===== config.mk =====
export PLATFORM = sky130hd
export DESIGN_NAME = bbc_cfg
export DESIGN_NICKNAME = d
export VERILOG_FILES = /design/src/hdl/bbc_pkg.sv /design/src/hdl/bbc_cfg.sv
export SDC_FILE = /design/constraint.sdc
export NUM_CORES = 1
export LEC_CHECK = 0
export CAP_MARGIN = 25
export CORE_UTILIZATION = 50
export CTS_BUF_LIST = sky130_fd_sc_hd__clkbuf_2
export DETAILED_ROUTE_END_ITERATION = 8
export DONT_BUFFER_PORTS = 1
export HOLD_SLACK_MARGIN = 0.03
export PLACE_DENSITY_LB_ADDON = 0.08
export SYNTH_ARGS = -nofsm -noshare
export SYNTH_HDL_FRONTEND = slang
export SYNTH_SLANG_ARGS = --single-unit

===== constraint.sdc =====
create_clock -name aclk -period 1.99 [get_ports aclk]
set_clock_uncertainty 0.2 [all_clocks]
set_input_delay 0.398 -clock aclk [delete_from_list [all_inputs] [get_ports aclk]]
set_output_delay 0.398 -clock aclk [all_outputs]
set_load 0.02 [all_outputs]

===== src/hdl/bbc_pkg.sv =====
// Shared types and constants of the bracket balance checker.
`timescale 1ns / 1ps

package bbc_pkg;

    // Field widths fixed by the interface
    localparam int CODE_W        = 21;
    localparam int DIAG_OFFSET_W = 24;
    localparam int KIND_W        = 2;

    // Register widths and register file layout
    localparam int MAX_PAIRS     = 3;
    localparam int PAIR_REG_W    = MAX_PAIRS * CODE_W;
    localparam int COMMENT_REG_W = 2 * CODE_W;
    localparam int SMALL_REG_W   = 2;
    localparam int APB_DATA_W    = 64;
    localparam int APB_ADDR_W    = 6;
    localparam int REG_IDX_W     = 3;

    // Default parameter values
    localparam int STACK_DEPTH_DEF = 32;
    localparam int OFFSET_BITS_DEF = 24;
    localparam int PAIR_SLOTS_DEF  = 3;

    // Character codes with fixed meaning
    localparam logic [CODE_W-1:0] CHAR_DQUOTE = 21'h00022;
    localparam logic [CODE_W-1:0] CHAR_SQUOTE = 21'h00027;
    localparam logic [CODE_W-1:0] CHAR_BSLASH = 21'h0005C;
    localparam logic [CODE_W-1:0] CHAR_NL     = 21'h0000A;

    typedef enum logic [REG_IDX_W-1:0] {
        REG_PAIR_OPEN    = 3'd0,
        REG_PAIR_CLOSE   = 3'd1,
        REG_PAIR_COUNT   = 3'd2,
        REG_COMMENT_CHRS = 3'd3,
        REG_COMMENT_LEN  = 3'd4
    } reg_idx_t;

    typedef enum logic [KIND_W-1:0] {
        KIND_UNMATCHED = 2'd0,
        KIND_UNCLOSED  = 2'd1,
        KIND_OVERFLOW  = 2'd2
    } diag_kind_t;

    typedef enum logic [1:0] {
        ST_IDLE,
        ST_REFILL,
        ST_FLUSH
    } bbc_state_t;

    // Decoded configuration handed to the scanner
    typedef struct packed {
        logic [PAIR_REG_W-1:0]  pair_open;
        logic [PAIR_REG_W-1:0]  pair_close;
        logic [SMALL_REG_W-1:0] pairs_active;
        logic [CODE_W-1:0]      comment_first;
        logic [CODE_W-1:0]      comment_second;
        logic [SMALL_REG_W-1:0] comment_len;
    } cfg_t;

endpackage


===== src/hdl/bbc_cfg.sv =====
// APB register file of the bracket balance checker.
`timescale 1ns / 1ps

module bbc_cfg #(
    parameter int PAIR_SLOTS = bbc_pkg::PAIR_SLOTS_DEF
) (
    input  logic                            aclk,
    input  logic                            aresetn,
    input  logic                            psel,
    input  logic                            penable,
    input  logic                            pwrite,
    input  logic [bbc_pkg::APB_ADDR_W-1:0]  paddr,
    input  logic [bbc_pkg::APB_DATA_W-1:0]  pwdata,
    output logic [bbc_pkg::APB_DATA_W-1:0]  prdata,
    output logic                            pready,
    output bbc_pkg::cfg_t                   cfg
);

    logic [bbc_pkg::PAIR_REG_W-1:0]    pair_open_reg;
    logic [bbc_pkg::PAIR_REG_W-1:0]    pair_close_reg;
    logic [bbc_pkg::SMALL_REG_W-1:0]   pair_count_reg;
    logic [bbc_pkg::COMMENT_REG_W-1:0] comment_chars_reg;
    logic [bbc_pkg::SMALL_REG_W-1:0]   comment_len_reg;
    bbc_pkg::reg_idx_t                 reg_idx;
    logic                              wr_strobe;

    assign pready    = 1'b1;
    assign reg_idx   = bbc_pkg::reg_idx_t'(paddr[bbc_pkg::APB_ADDR_W-1:3]);
    assign wr_strobe = psel && penable && pwrite && pready;

    // Write registers on the access beat; ignore addresses past the list
    always_ff @(posedge aclk) begin
        if (!aresetn) begin
            pair_open_reg     <= '0;
            pair_close_reg    <= '0;
            pair_count_reg    <= '0;
            comment_chars_reg <= '0;
            comment_len_reg   <= '0;
        end else if (wr_strobe) begin
            unique case (reg_idx)
                bbc_pkg::REG_PAIR_OPEN: begin
                    pair_open_reg <= pwdata[bbc_pkg::PAIR_REG_W-1:0];
                end
                bbc_pkg::REG_PAIR_CLOSE: begin
                    pair_close_reg <= pwdata[bbc_pkg::PAIR_REG_W-1:0];
                end
                bbc_pkg::REG_PAIR_COUNT: begin
                    pair_count_reg <= pwdata[bbc_pkg::SMALL_REG_W-1:0];
                end
                bbc_pkg::REG_COMMENT_CHRS: begin
                    comment_chars_reg <= pwdata[bbc_pkg::COMMENT_REG_W-1:0];
                end
                bbc_pkg::REG_COMMENT_LEN: begin
                    comment_len_reg <= pwdata[bbc_pkg::SMALL_REG_W-1:0];
                end
                default: begin
                end
            endcase
        end
    end

    // Read back raw register values
    always_comb begin
        prdata = '0;
        unique case (reg_idx)
            bbc_pkg::REG_PAIR_OPEN: begin
                prdata = bbc_pkg::APB_DATA_W'(pair_open_reg);
            end
            bbc_pkg::REG_PAIR_CLOSE: begin
                prdata = bbc_pkg::APB_DATA_W'(pair_close_reg);
            end
            bbc_pkg::REG_PAIR_COUNT: begin
                prdata = bbc_pkg::APB_DATA_W'(pair_count_reg);
            end
            bbc_pkg::REG_COMMENT_CHRS: begin
                prdata = bbc_pkg::APB_DATA_W'(comment_chars_reg);
            end
            bbc_pkg::REG_COMMENT_LEN: begin
                prdata = bbc_pkg::APB_DATA_W'(comment_len_reg);
            end
            default: begin
                prdata = '0;
            end
        endcase
    end

    // Clamp pair count to the slots built and marker length to two
    always_comb begin
        cfg.pair_open      = pair_open_reg;
        cfg.pair_close     = pair_close_reg;
        cfg.pairs_active   = (pair_count_reg > bbc_pkg::SMALL_REG_W'(PAIR_SLOTS))
                           ? bbc_pkg::SMALL_REG_W'(PAIR_SLOTS) : pair_count_reg;
        cfg.comment_first  = comment_chars_reg[bbc_pkg::CODE_W-1:0];
        cfg.comment_second = comment_chars_reg[bbc_pkg::COMMENT_REG_W-1:bbc_pkg::CODE_W];
        cfg.comment_len    = (comment_len_reg > 2'd2) ? 2'd2 : comment_len_reg;
    end

endmodule


==> flow_summary.json, run 1 <==
{
  "outcome": "aborted with a tool error",
  "haltStage": "4_1_cts",
  "firstError": "[ERROR RSZ-0060] Max buffer count reached.",
  "cts-root-buf": "clkbuf_2",
  "synthMuxAreaShare_pct": 27.18,
  "dieHeight_um": 127.6,
  "ioPinCount": 312,
  "start_util_pct": 51.53,
  "synth-seq-cells": 172,
  "cts-buffers-inserted": 17,
  "synth_fa_ha_area_share_pct": 0,
  "netlist_area_um2": 7891,
  "htreeDepth": 4,
  "synthDistinctLibCells": 25,
  "synthCells": 857,
  "port_buffers": 0,
  "cts_resized": 257,
  "synth.top_cell.area_share_pct": 43.63,
  "async_flop_share_pct": 0,
  "synth_edf_count": 0,
  "clock-sinks": 172,
  "synth_simple_gate_area_share_pct": 17.71,
  "synth_top_family_by_area": "multiplexers",
  "yosysTopAreaCell": "dfxtp_1",
  "gp_congestion": 0.8212,
  "place_ws_ns": 0.09300,
  "hold_buffers": 225,
  "rows": 45,
  "synth.area.top_cells": "dfxtp_1 (44%), mux2i_1 (27%), nand2_1 (13%), a21oi_1 (2.5%), or2_1 (2.4%)",
  "synth.most_common_cell": "nand2_1",
  "cts_setup_buffers": 7,
  "die_x_um": 127.6,
  "syn_nets": 932,
  "synth_xor_area_share_pct": 0,
  "seq_area_frac_synth_pct": 43.63,
  "synthTopCellsByCount": "nand2_1 (276), mux2i_1 (212), dfxtp_1 (172), a21oi_1 (40), or2_1 (30)",
  "yosys_warnings": 0,
  "syn_avg_cell_area_um2": 9.208,
  "hpwlAfterDp_um": 14220,
  "synthFlopType": "dfxtp_1",
  "synth_compound_area_share_pct": 5.407,
  "clock_path_buffers": 2
}
[kinds of logic after synthesis]
kind of cell           after synthesis
AO/OA/AOI/OAI                       67
buffers and inverters               72
flip-flops                         172
multiplexers                       214
other                                2
AND/OR/NAND/NOR                    330
[per-stage QoR]
| step | cell area, µm² | std cells | setup TNS [ns] | utilization (%) |
|---|---|---|---|---|
| after detailed placement | 8848 | 1084 | 0 | 57.78 |
| after global placement | 8848 | 1084 | 0 | 57.78 |
| after floorplan | 8250 | 857 | -0.08096 | - |
==> inputs of run 2 (changes only) <==
- CORE_UTILIZATION: 50 -> 35
- CTS_BUF_LIST: sky130_fd_sc_hd__clkbuf_2 -> default
- HOLD_SLACK_MARGIN: 0.03 -> default
- PLACE_DENSITY_LB_ADDON: 0.08 -> 0.15
==> flow_summary.json, run 2 <==
{
  "synth.area.top_cells": "dfxtp_1 (44%), mux2i_1 (27%), nand2_1 (13%), a21oi_1 (2.5%), or2_1 (2.4%)",
  "route.detailed.drc": 20,
  "hp-class": "primary input to flip-flop",
  "tightest_slew_ns": 0.6018,
  "post_drt_wl_per_cell_um": 19.34,
  "synth.top_cell.area_share_pct": 43.63,
  "syn_avg_cell_area_um2": 9.208,
  "ioPinCount": 312,
  "p_per_area_nw_per_um2": 606.2,
  "clock-sinks": 172,
  "antenna_found_initial": 0,
  "rows": 54,
  "crit_path_start": "paddr[3]",
  "slew_headroom_pct": 59.88,
  "syn_nets": 932,
  "drive_above_1_share_pct": 21.06,
  "vias": 7227,
  "grt_pass1_vias": 7843,
  "cp_cell_sequence": "nor2b_1 > nor2b_1 > buf_4 > a22o_1 > buf_4",
  "synth.most_common_cell": "nand2_1",
  "final_antenna_net_count": 0,
  "finalCritPeriodShare_pct": 103.9,
  "cts-buffers-inserted": 17,
  "clock_path_buffers": 2,
  "p_leak_nw": 3.979,
  "multi_input_area_um2": 4448,
  "crit_type": "primary input to primary output",
  "rsz0062_at_grt": "yes",
  "final_cell_mix": "nand2_1 (276), mux2i_1 (212), dlygate4sd3_1 (206)",
  "seq_area_frac_synth_pct": 43.63,
  "final_area_um2": 11980,
  "layout.nets": 1192,
  "fin_util_pct": 54.55,
  "wirelength_um": 27270,
  "r2r-start": "pair_open_reg[19]$_SDFFE_PN0P_",
  "yosysTopAreaCell": "dfxtp_1",
  "max_stage_delay_ns": 0.23,
  "cap_viol_max_count": 0,
  "hpwlAfterDp_um": 15560,
  "synth-seq-cells": 172,
  "via_per_inst": 5.126,
  "dieHeight_um": 152.2,
  "grt-ovfl-total": 0,
  "outcome": "finished with violations",
  "required_ns": 1.39,
  "regToRegSetupSlack_ns": 0.05,
  "crit_path_start_kind": "primary input",
  "track_usage_pct": 23.44,
  "cts-root-buf": "clkbuf_16",
  "drtIter0Drc": 321,
  "clk_latency_ns": 0.42,
  "n_antenna_cell": 0,
  "gp_congestion": 0.7744,
  "syn2layout_area_growth_pct": 51.78,
  "critical_path_arrival_ns": 1.47,
  "layout_commonest_cell": "nand2_1",
  "synthFlopType": "dfxtp_1",
  "drt_pass1_iterations": 9,
  "port_buffers": 0,
  "finalSetupViolations": 4,
  "synthTopCellsByCount": "nand2_1 (276), mux2i_1 (212), dfxtp_1 (172), a21oi_1 (40), or2_1 (30)",
  "htreeDepth": 4,
  "grt_start_max_net_pins": 167,
  "yosys_warnings": 0,
  "hold_start": "paddr[3]",
  "worstPathMaxFanout": 52,
  "cpMaxStageDelayCell": "buf_4",
  "synthCells": 857,
  "synth_edf_count": 0,
  "r2r_cells": 4,
  "core_um2": 21960,
  "synthDistinctLibCells": 25,
  "setup_ws_ns": -0.07766,
  "hold_viol": 0,
  "violations": "DRC, setup timing",
  "finalMaxSlewViolations": 0,
  "place_area_um2": 9052,
  "async_flop_share_pct": 0,
  "r2r-end": "pair_open_reg[19]$_SDFFE_PN0P_",
  "regArea_um2": 3532,
  "clkTransAtPathRegs_ns": 0.08,
  "start_util_pct": 35.94,
  "cts_tree": "yes",
  "die_x_um": 152.2,
  "dieArea_um2": 23150,
  "crit_end": "prdata[62]",
  "netlist_area_um2": 7891,
  "grt_pass1_wl_um": 42990,
  "max_clock_freq_mhz": 483.6,
  "ir_drop_v": 0.0005216,
  "end_kind": "primary output",
  "fin_crit_ns": 2.068,
  "fill_cells": 1910
}
## run 2: what timing repair did
| item | 4_1_cts | 5_1_grt |
|---|---|---|
| hold endpoints to repair | 172 | 1 |
| resized for setup | 53 | 28 |
| gates cloned | 0 | 1 |
| endpoints found under the setup margin | 23 | 37 |
| buffers inserted | 1 | 1 |
| pin swaps | 12 | 21 |
| hold buffers | 214 | 1 |
## run 2: cells by family after synthesis
logic type | synth area share [%]
compound gates | 5.407
simple gates | 17.71
flops | 43.63
mux | 27.18
other cells | 0.09517
buf+inv | 5.978
## run 2: metal layers
metal | track usage [%] | wire length, µm
met5 | 0 | 0
met1 | 26.67 | 10950
met2 | 41.12 | 13390
met3 | 7.139 | 2245
met4 | 8.844 | 682
## run 2: worst max-delay path: cells and delay by family
kind | cells | cell delay, ns
and+or+nand+nor | 2 | 0.36
buffers and inverters | 2 | 0.39
AOI/OAI and AO/OA | 1 | 0.21
## run 2: per-stage QoR
stage               setup slack [ns]  setup TNS, ns  hold WS, ns  instances  power, mW
global placement             0.06735              0       0.2689       1167      3.835
CTS                         -0.02559       -0.09881     0.001640       1414      7.333
detailed placement           0.07072              0       0.2771       1167      3.846
finish                      -0.07766        -0.1051      0.02901       1410      7.261
global route                -0.09084        -0.3526     0.008293       1410      7.527
floorplan                   -0.02570       -0.08096       0.2436        857      3.899
## run 2: power breakdown
| part | switching [mW] | leakage (nW) | internal, mW | total, mW |
|---|---|---|---|---|
| Combinational | 0.217 | 2.28 | 0.236 | 0.453 |
| Clock | 1.63 | 0.284 | 1.69 | 3.33 |
| Sequential | 0.0380 | 1.41 | 3.44 | 3.48 |
| Total | 1.89 | 3.98 | 5.37 | 7.26 |
## run 2: worst min-delay path by stage
stage	slack, ns	cells after the start	end
after global placement	0.27	2	comment_len_reg[0]$_SDFFE_PN0P_
after detailed placement	0.28	2	comment_len_reg[0]$_SDFFE_PN0P_
after CTS	0.002	2	pair_open_reg[33]$_SDFFE_PN0P_
after floorplan	0.24	2	comment_len_reg[0]$_SDFFE_PN0P_
final	0.03	2	comment_len_reg[1]$_SDFFE_PN0P_
after global routing	0.008	2	comment_len_reg[1]$_SDFFE_PN0P_
## run 2: area by class of cell
type | instances | area share [%]
Clock buffer | 17 | 3.552
Clock inverter | 15 | 1.389
Tap cell | 280 | 2.925
Multi-Input combinational cell | 613 | 37.14
Timing Repair Buffer | 313 | 25.51
Sequential cell | 172 | 29.49
(Power assumes the default switching activity.)
